==> config.mk <==
export PLATFORM = sky130hd
export DESIGN_NAME = sopm_pan
export DESIGN_NICKNAME = d
export VERILOG_FILES = /design/src/rtl/sopm_pkg.sv /design/src/rtl/sopm_pan.sv
export SDC_FILE = /design/constraint.sdc
export NUM_CORES = 2
export LEC_CHECK = 0
export BUFFER_PORTS_ARGS = -buffer_cell sky130_fd_sc_hd__clkbuf_2
export CORE_ASPECT_RATIO = 0.8
export CORE_MARGIN = 3
export CORE_UTILIZATION = 40
export CTS_CLUSTER_DIAMETER = 150
export DETAILED_ROUTE_END_ITERATION = 8
export MAX_ROUTING_LAYER = met4
export SYNTH_ARGS = -nofsm -noshare
export SYNTH_HDL_FRONTEND = slang
export SYNTH_SLANG_ARGS = --single-unit
==> constraint.sdc <==
create_clock -name clk -period 19.6 [get_ports clk]
set_input_delay 3.92 -clock clk [delete_from_list [all_inputs] [get_ports clk]]
set_output_delay 3.92 -clock clk [all_outputs]
set_load 0.02 [all_outputs]
==> src/rtl/sopm_pkg.sv <==
// ----------------------------------------------------------------------------
// sopm_pkg
// Shared widths, opcodes, register indexes, cosine table and helpers for the
// stereo object mixer.
// ----------------------------------------------------------------------------
package sopm_pkg;

  localparam int FRAME_W     = 8;
  localparam int SAMPLE_W    = 16;
  localparam int AZ_W        = 10;
  localparam int GAIN_W      = 16;
  localparam int PAN_W       = 16;
  localparam int COS_W       = 16;
  localparam int NORM_W      = 16;
  localparam int ACC_W       = 40;
  localparam int CFG_W       = 16;
  localparam int CFG_IDX_W   = 1;
  localparam int SAMPLE_BITS = 16;
  localparam int PROD_W      = SAMPLE_W + PAN_W + 1;
  localparam int FRAME_RANGE = 1 << FRAME_W;

  localparam logic [1:0] OP_BEGIN  = 2'd0;
  localparam logic [1:0] OP_HEADER = 2'd1;
  localparam logic [1:0] OP_SAMPLE = 2'd2;
  localparam logic [1:0] OP_READ   = 2'd3;

  localparam logic [CFG_IDX_W-1:0] REG_MIXER_ENABLED = 1'd0;
  localparam logic [CFG_IDX_W-1:0] REG_GAIN_TARGET   = 1'd1;

  localparam logic [GAIN_W-1:0] GAIN_THRESHOLD = 16'd5;
  localparam logic [GAIN_W-1:0] TARGET_RESET   = 16'd4096;
  localparam logic [15:0]       ALPHA_Q15      = 16'd9830;
  localparam logic [15:0]       ALPHA_REM_Q15  = 16'd22938;

  // Q1.15 cosine, 0..90 degrees
  localparam logic [COS_W-1:0] COS_Q15 [0:90] = '{
    16'd32768, 16'd32763, 16'd32748, 16'd32723, 16'd32688, 16'd32643, 16'd32588,
    16'd32524, 16'd32449, 16'd32365, 16'd32270, 16'd32166, 16'd32052, 16'd31928,
    16'd31795, 16'd31651, 16'd31499, 16'd31336, 16'd31164, 16'd30983, 16'd30792,
    16'd30592, 16'd30382, 16'd30163, 16'd29935, 16'd29698, 16'd29452, 16'd29197,
    16'd28932, 16'd28660, 16'd28378, 16'd28088, 16'd27789, 16'd27482, 16'd27166,
    16'd26842, 16'd26510, 16'd26170, 16'd25822, 16'd25466, 16'd25102, 16'd24730,
    16'd24351, 16'd23965, 16'd23571, 16'd23170, 16'd22763, 16'd22348, 16'd21926,
    16'd21498, 16'd21063, 16'd20622, 16'd20174, 16'd19720, 16'd19261, 16'd18795,
    16'd18324, 16'd17847, 16'd17364, 16'd16877, 16'd16384, 16'd15886, 16'd15384,
    16'd14876, 16'd14365, 16'd13848, 16'd13328, 16'd12803, 16'd12275, 16'd11743,
    16'd11207, 16'd10668, 16'd10126, 16'd9580,  16'd9032,  16'd8481,  16'd7927,
    16'd7371,  16'd6813,  16'd6252,  16'd5690,  16'd5126,  16'd4560,  16'd3993,
    16'd3425,  16'd2856,  16'd2286,  16'd1715,  16'd1144,  16'd572,   16'd0
  };

  typedef struct packed {
    logic mul_norm;
    logic mul_gain;
  } scale_ctl_t;

  // integer square root, used on constants only
  function automatic logic [16:0] isqrt33(input logic [32:0] x);
    logic [33:0] rem;
    logic [33:0] res;
    logic [33:0] one_v;
    rem   = {1'b0, x};
    res   = '0;
    one_v = 34'h1_0000_0000;
    for (int i = 0; i < 17; i++) begin
      if (rem >= res + one_v) begin
        rem = rem - (res + one_v);
        res = (res >> 1) + one_v;
      end else begin
        res = res >> 1;
      end
      one_v = one_v >> 2;
    end
    return res[16:0];
  endfunction

endpackage

==> src/rtl/sopm_pan.sv <==
// ----------------------------------------------------------------------------
// sopm_pan
// Cosine pan law: folds azimuth -/+ 30 deg, looks up cosine, then scales by
// the object gain into the left and right pan gains.
// ----------------------------------------------------------------------------
module sopm_pan (
  input  logic                               clk,
  input  logic                               rst,
  input  logic                               load,
  input  logic                               commit,
  input  logic signed [sopm_pkg::AZ_W-1:0]   azimuth,
  input  logic [sopm_pkg::GAIN_W-1:0]        object_gain,
  output logic [sopm_pkg::PAN_W-1:0]         left_gain,
  output logic [sopm_pkg::PAN_W-1:0]         right_gain
);
  import sopm_pkg::*;

  localparam int D_W = AZ_W + 1;
  localparam logic signed [D_W-1:0] DEG_PAN  = 11'sd30;
  localparam logic signed [D_W-1:0] DEG_FULL = 11'sd360;
  localparam logic signed [D_W-1:0] DEG_HALF = 11'sd180;
  localparam logic signed [D_W-1:0] DEG_QTR  = 11'sd90;
  localparam int MUL_W = COS_W + GAIN_W + 1;
  localparam logic [MUL_W-1:0] RND_PAN = MUL_W'(1) << 14;

  function automatic logic [COS_W-1:0] fold_cos(input logic signed [D_W-1:0] d);
    logic signed [D_W-1:0] r1;
    logic signed [D_W-1:0] r2;
    logic signed [D_W-1:0] r3;
    logic signed [D_W-1:0] r4;
    r1 = (d < 0) ? d + DEG_FULL : d;
    r2 = (r1 < 0) ? r1 + DEG_FULL : r1;
    r3 = (r2 >= DEG_FULL) ? r2 - DEG_FULL : r2;
    r4 = (r3 > DEG_HALF) ? DEG_FULL - r3 : r3;
    if (r4 > DEG_QTR) begin
      return '0;
    end
    return COS_Q15[r4[6:0]];
  endfunction

  logic signed [D_W-1:0] deg_l;
  logic signed [D_W-1:0] deg_r;
  logic [COS_W-1:0]      cos_l;
  logic [COS_W-1:0]      cos_r;
  logic [GAIN_W-1:0]     gain_q;
  logic [MUL_W-1:0]      mul_l;
  logic [MUL_W-1:0]      mul_r;

  assign deg_l = {azimuth[AZ_W-1], azimuth} - DEG_PAN;
  assign deg_r = {azimuth[AZ_W-1], azimuth} + DEG_PAN;

  always_ff @(posedge clk) begin
    if (load) begin
      cos_l  <= fold_cos(deg_l);
      cos_r  <= fold_cos(deg_r);
      gain_q <= object_gain;
    end
  end

  assign mul_l = MUL_W'(cos_l) * MUL_W'(gain_q) + RND_PAN;
  assign mul_r = MUL_W'(cos_r) * MUL_W'(gain_q) + RND_PAN;

  always_ff @(posedge clk) begin
    if (rst) begin
      left_gain  <= '0;
      right_gain <= '0;
    end else if (commit) begin
      left_gain  <= mul_l[15 +: PAN_W];
      right_gain <= mul_r[15 +: PAN_W];
    end
  end

endmodule

# --- Yosys cells after proc, flatten, opt, wreduce, memory -nomap -nowiden ---
# Memory sizes are Yosys's and may differ from the RTL's.
# Index checks and enable logic that the tools add are counted.
word_totals:
  regBits: 80
  memories: 2
  mem_bits_ro: 4096
  word_cells: 55
classes:
  order_cmp: 12
  addsub: 12
  mux: 20
  n_mul: 2
  bitwise: 2
mem_list:
  columns: ["memory", "depth", "word_bits", "rd", "rd_clocked_by_memory_dff", "wr", "line_no", "rtl"]
  rows:
  - ["(name not given)", 128, 16, 1, 0, 0, "sopm_pan.sv:38", "return COS_Q15[r4[6:0]];"]
  - ["(name not given)", 128, 16, 1, 0, 0, "sopm_pan.sv:38", null]
ops:
  columns: ["op", "count"]
  rows:
  - ["two-way mux 16 bit", 8]
  - ["two-way mux 11 bit", 8]
  - ["adder 31 x 15 -> 31 bit (second input constant)", 2]
  - ["multiplier 16 x 16 -> 31 bit", 2]
  - ["adder 11 x 10 -> 11 bit (second input constant)", 4]
  - ["less-than comparator 11 x 1 -> 1 bit (second input constant)", 4]
  - ["greater-or-equal comparator 11 x 10 -> 1 bit (second input constant)", 2]
  - ["greater-than comparator 11 x 8 -> 1 bit (second input constant)", 2]
  - ["greater-than comparator 11 x 9 -> 1 bit (second input constant)", 2]
  - ["subtractor 10 x 11 -> 11 bit (first input constant)", 2]
  - ["subtractor 11 x 10 -> 11 bit (second input constant)", 2]
  - ["greater-or-equal comparator 8 bit (second input constant)", 2]
  - ["NOT 7 -> 8 bit", 2]
  - ["adder 10 x 6 -> 11 bit (second input constant)", 1]
  - ["subtractor 10 x 6 -> 11 bit (second input constant)", 1]
  - ["two-way mux 1 bit", 4]

# --- Logic depth before layout (Yosys ltp) ---
logic_depth:
  depth_word: 14
  mapped_depth: 31
  mapped_depth_nobuf: 28

# --- Worst setup path after synthesis ---
# No wires, ideal clock.
synth_path:
  kind: "input to register"
  from: "input port azimuth[1] (netlist bit)"
  to: "register cos_r[1] (data pin)"
  path_slack_ps: 9460
  stages: 31
  arrival_ps: 9866
  cell_sequence: "buf_2 -> buf_4 -> inv_1 -> ha_1 -> xor2_1 -> ha_1 -> a22oi_1 -> o21ai_0 -> ha_1 -> nor2_1 -> o21bai_1 -> ha_1 -> inv_1 -> o2111ai_1 -> o41a_1 -> o311ai_4 -> a21o_2 -> mux2i_1 -> or3_1 -> buf_2 -> nor4_2 -> nor2_1 -> buf_2 -> buf_2 -> ha_1 -> a21o_1 -> a2111oi_0 -> o22ai_1 -> a21oi_2 -> buf_6 -> a211oi_1"
synth_between:
  elab_chain_cells: 14
  elab_cells_between_ends: 21
  classes_between: "5 x add/sub; 5 x order compare; 9 x mux; 1 x bitwise; 1 x memory"
synth_lines:
  columns: ["item", "line_no", "rtl"]
  rows:
  - ["from (decl)", "sopm_pan.sv:11", "input logic signed [sopm_pkg::AZ_W-1:0] azimuth,"]
  - ["adder 10 x 6 -> 11 bit (*)", "sopm_pan.sv:50", "assign deg_r = {azimuth[AZ_W-1], azimuth} + DEG_PAN;"]
  - ["adder 11 x 10 -> 11 bit / less-than comparator 11 x 1 -> 1 bit (equally long branches)", "sopm_pan.sv:31", "r1 = (d < 0) ? d + DEG_FULL : d;"]
  - ["two-way mux 11 bit (*)", "sopm_pan.sv:31", null]
  - ["adder 11 x 10 -> 11 bit / less-than comparator 11 x 1 -> 1 bit (equally long branches)", "sopm_pan.sv:32", "r2 = (r1 < 0) ? r1 + DEG_FULL : r1;"]
  - ["two-way mux 11 bit (*)", "sopm_pan.sv:32", null]
  - ["subtractor 11 x 10 -> 11 bit / greater-or-equal comparator 11 x 10 -> 1 bit (equally long branches)", "sopm_pan.sv:33", "r3 = (r2 >= DEG_FULL) ? r2 - DEG_FULL : r2;"]
  - ["two-way mux 11 bit (*)", "sopm_pan.sv:33", null]
  - ["subtractor 10 x 11 -> 11 bit / greater-than comparator 11 x 9 -> 1 bit (equally long branches)", "sopm_pan.sv:34", "r4 = (r3 > DEG_HALF) ? DEG_FULL - r3 : r3;"]
  - ["two-way mux 11 bit (*)", "sopm_pan.sv:34", null]
  - ["NOT 7 -> 8 bit (not written as such)", "sopm_pan.sv:38", null]
  - ["memory (128 x 16 bit)", null, null]
  - ["two-way mux 16 bit (not written as such) (2 in a row)", "sopm_pan.sv:38", null]
  - ["two-way mux 16 bit (*)", "sopm_pan.sv:38", null]
  - ["to (signal assigned)", "sopm_pan.sv:55", "cos_r <= fold_cos(deg_r);"]
  - ["to (decl)", "sopm_pan.sv:44", "logic [COS_W-1:0] cos_r;"]
# Every way passes the cells marked *; elsewhere a longest branch is shown, timed or not. The select of a mux whose other input is x is not followed.
# A chain may end at the register's enable or synchronous reset.

# --- Worst setup path after layout ---
layout_path:
  from: "input port azimuth[1] (netlist bit)"
  to: "register cos_l[15] (data pin)"
layout_between:
  elab_chain_cells: 14
  elab_cells_between_ends: 21
  classes_between: "5 x add/sub; 5 x order compare; 9 x mux; 1 x bitwise; 1 x memory"
layout_lines:
  columns: ["item", "line_no", "rtl"]
  rows:
  - ["subtractor 10 x 6 -> 11 bit (*)", "sopm_pan.sv:49", "assign deg_l = {azimuth[AZ_W-1], azimuth} - DEG_PAN;"]
  - ["adder 11 x 10 -> 11 bit / less-than comparator 11 x 1 -> 1 bit (equally long branches)", "sopm_pan.sv:31", null]
  - ["two-way mux 11 bit (*)", "sopm_pan.sv:31", null]
  - ["adder 11 x 10 -> 11 bit / less-than comparator 11 x 1 -> 1 bit (equally long branches)", "sopm_pan.sv:32", null]
  - ["two-way mux 11 bit (*)", "sopm_pan.sv:32", null]
  - ["subtractor 11 x 10 -> 11 bit / greater-or-equal comparator 11 x 10 -> 1 bit (equally long branches)", "sopm_pan.sv:33", null]
  - ["two-way mux 11 bit (*)", "sopm_pan.sv:33", null]
  - ["subtractor 10 x 11 -> 11 bit / greater-than comparator 11 x 9 -> 1 bit (equally long branches)", "sopm_pan.sv:34", null]
  - ["two-way mux 11 bit (*)", "sopm_pan.sv:34", null]
  - ["NOT 7 -> 8 bit (not written as such)", "sopm_pan.sv:38", null]
  - ["memory (128 x 16 bit)", null, null]
  - ["two-way mux 16 bit (not written as such) (2 in a row)", "sopm_pan.sv:38", null]
  - ["two-way mux 16 bit (*)", "sopm_pan.sv:38", null]
  - ["to (signal assigned)", "sopm_pan.sv:54", "cos_l <= fold_cos(deg_l);"]
  - ["to (decl)", "sopm_pan.sv:43", "logic [COS_W-1:0] cos_l;"]
# Marked as above.

==> impl_metrics.toml <==
[synth]
synth_seq_cells = 80
syn_area_um2 = 26300
synth_cells = 3146
yosysUniqueCellTypes = 120
synthFlopType = "edfxtp_1"
yosys_warnings = 0
synth_edf_count = 48
syn_nets = 3817
ys_seq_area_frac = 0.0793
async_flop_share = 0
avgSynthCellArea_um2 = 8.34

[detailed_routing]
wl_mm = 72.9
avgRoutedWirePerCell_um = 18.6
drt-initial-drc-count = 2213
vias = 22142
firstDrtPassIters = 7
drtAntennaViolNets = 0
drcViolationCount = 0
viasPerCell = 5.66

[flow_run]
cap_viol_max_count = 0

[global_routing]
grt_max_degree = 60
antenna_found_initial = 2
grt_usage = 0.221
grt_pass1_vias = 22128
grt_overflow = 0
grt_pass1_wl_mm = 121

[die]
dieArea_um2 = 68800
die_h_um = 235
chipWidth_um = 292
fp-row-count = 83
core_um2 = 64600
num_io_pins = 62
initial_core_util = 0.406

[placed_design]
gp_congestion = 0.899
dp_hpwl_mm = 52.3
post-place-ws_ns = 7.74
portBuffers = 61

[sta]
slew_headroom = 0.0999
layout_setup_ws_ns = 8.03
fin_setup_tns_ns = 0
setup_violations = 0
worst_pin_slew_ns = 1.34
worst_clock_skew_ns = 0.0183
rsz0062_at_grt = "no"
hold_viol_final = 0
drv_slew = 0
min_period_ns = 11.57
period_share = 0.590
timing.fmax_ghz = 0.0864

[min_path]
hp-start = "left_gain[0]"
worstHoldPathType = "reg2reg"

[clock_tree]
cts_buffers = 9
clock-root-buffer = "clkbuf_16"
cts_resized = 0
cts_setup_buffers = 0
clk_pin_slew_ns = 0.08
ctsHoldBuffers = 0
cts.sinks = 80
insertion_delay_ns = 0.38
cts_tree = "built"
clockBufferDepth = 2
ctsHtreeMaxLevel = 3

[setup_path]
start_kind = "input port"
cp-end-kind = "register"
r2r-start = "cos_l[12]"
critPathArrivalTime_ns = 11.69
crit_path_frequent_cell = "ha_1"
crit_required_ns = 19.72
crit_fanout = 27
slowest_stage = "o311ai_2"
startpoint = "azimuth[1]"
criticalPathCategory = "in2reg"
crit_path_max_incr_delay_ns = 0.53

[finish]
final_util = 0.424
drive_gt1_frac = 0.0702
fin_nets = 3728
syn2layout_area_growth_pct = 4.23
final_cell_mix = "inv_1 (487), nand2_1 (394), fa_1 (386)"
multi_input_area_um2 = 21400
final_common_cell = "inv_1"
nFillCells = 6502
final-seq-area_um2 = 2080

[run_status]
outcome = "complete, no violations"
synthesized netlist by cell type, types with 15 or more instances:
cell / count / area share
fa_1: 386 / 0.29
edfxtp_1: 48 / 0.055
nor3_1: 66 / 0.013
ha_1: 255 / 0.12
nand3_1: 48 / 0.0092
xor2_1: 22 / 0.0073
a311oi_1: 21 / 0.0070
o211ai_1: 20 / 0.0057
mux2i_1: 33 / 0.013
xnor2_1: 49 / 0.016
nor2_1: 153 / 0.022
clkbuf_1: 133 / 0.019
a21o_1: 27 / 0.0077
a211oi_1: 41 / 0.012
or3_1: 15 / 0.0036
buf_2: 53 / 0.010
inv_1: 487 / 0.070
o21ai_0: 100 / 0.019
and2_1: 228 / 0.054
nand2_1: 394 / 0.056
a21oi_1: 116 / 0.022
a31oi_1: 31 / 0.0074
dfxtp_1: 32 / 0.024
nand2b_1: 17 / 0.0041
cell families after synthesis:
logic type / share of synthesized area
flops: 0.0793
mux: 0.0143
simple gates: 0.191
buf+inv: 0.108
xor+xnor: 0.0299
fa+ha+maj: 0.416
compound gates: 0.162
cell type report:
type / instances / area share
inverters: 496 / 0.0681
well taps: 850 / 0.0389
diodes: 1 / 0.0000915
flip-flops and latches: 80 / 0.0761
clock inverters: 7 / 0.00279
multi-input cells: 2361 / 0.781
clock buffers: 9 / 0.00823
repair buffers: 109 / 0.0243
worst paths after layout:
kind / slack [ns] / to / cells past startpoint
worst max register to register: 10.88 / left_gain[14] / 26
worst min-delay path: 0.48 / left_gain[0] / 2
worst max-delay path: 8.03 / cos_l[15] / 26
worst min register to register: 0.48 / left_gain[0] / 2
state kept, by name, summed over array words and instances (netlist names):
register    cells
cos_l          16
cos_r          16
gain_q         16
left_gain      16
right_gain     16
metrics by stage:
step	hold WS, ns	area, um2	std cells
global placement	0.469	27100	3896
floorplan	0.541	26300	3146
detailed placement	0.467	27100	3896
finish	0.477	27400	3913
global route	0.507	27400	3912
CTS	0.483	27400	3912
metal layers:
layer / wire length [um] / global-route usage / part of all wire
met1: 34100 / 0.320 / 0.47
met2: 31700 / 0.324 / 0.43
met3: 5720 / 0.0392 / 0.078
met4: 1450 / 0.0433 / 0.020
met5: 0 / - / 0
critical path: cells and delay by family:
family                   cells  cell delay (ns)
buffers and inverters        4             1.27
AND/OR/NAND/NOR              8             1.54
XOR/XNOR                     1             0.50
multiplexers                 1             0.26
AO/OA/AOI/OAI                7             2.33
adder cells (fa/ha/maj)      5             1.85
Power is left out: the tool's default activity adds up to more than one toggle a clock period on the data nets, which glitch-free logic cannot reach.
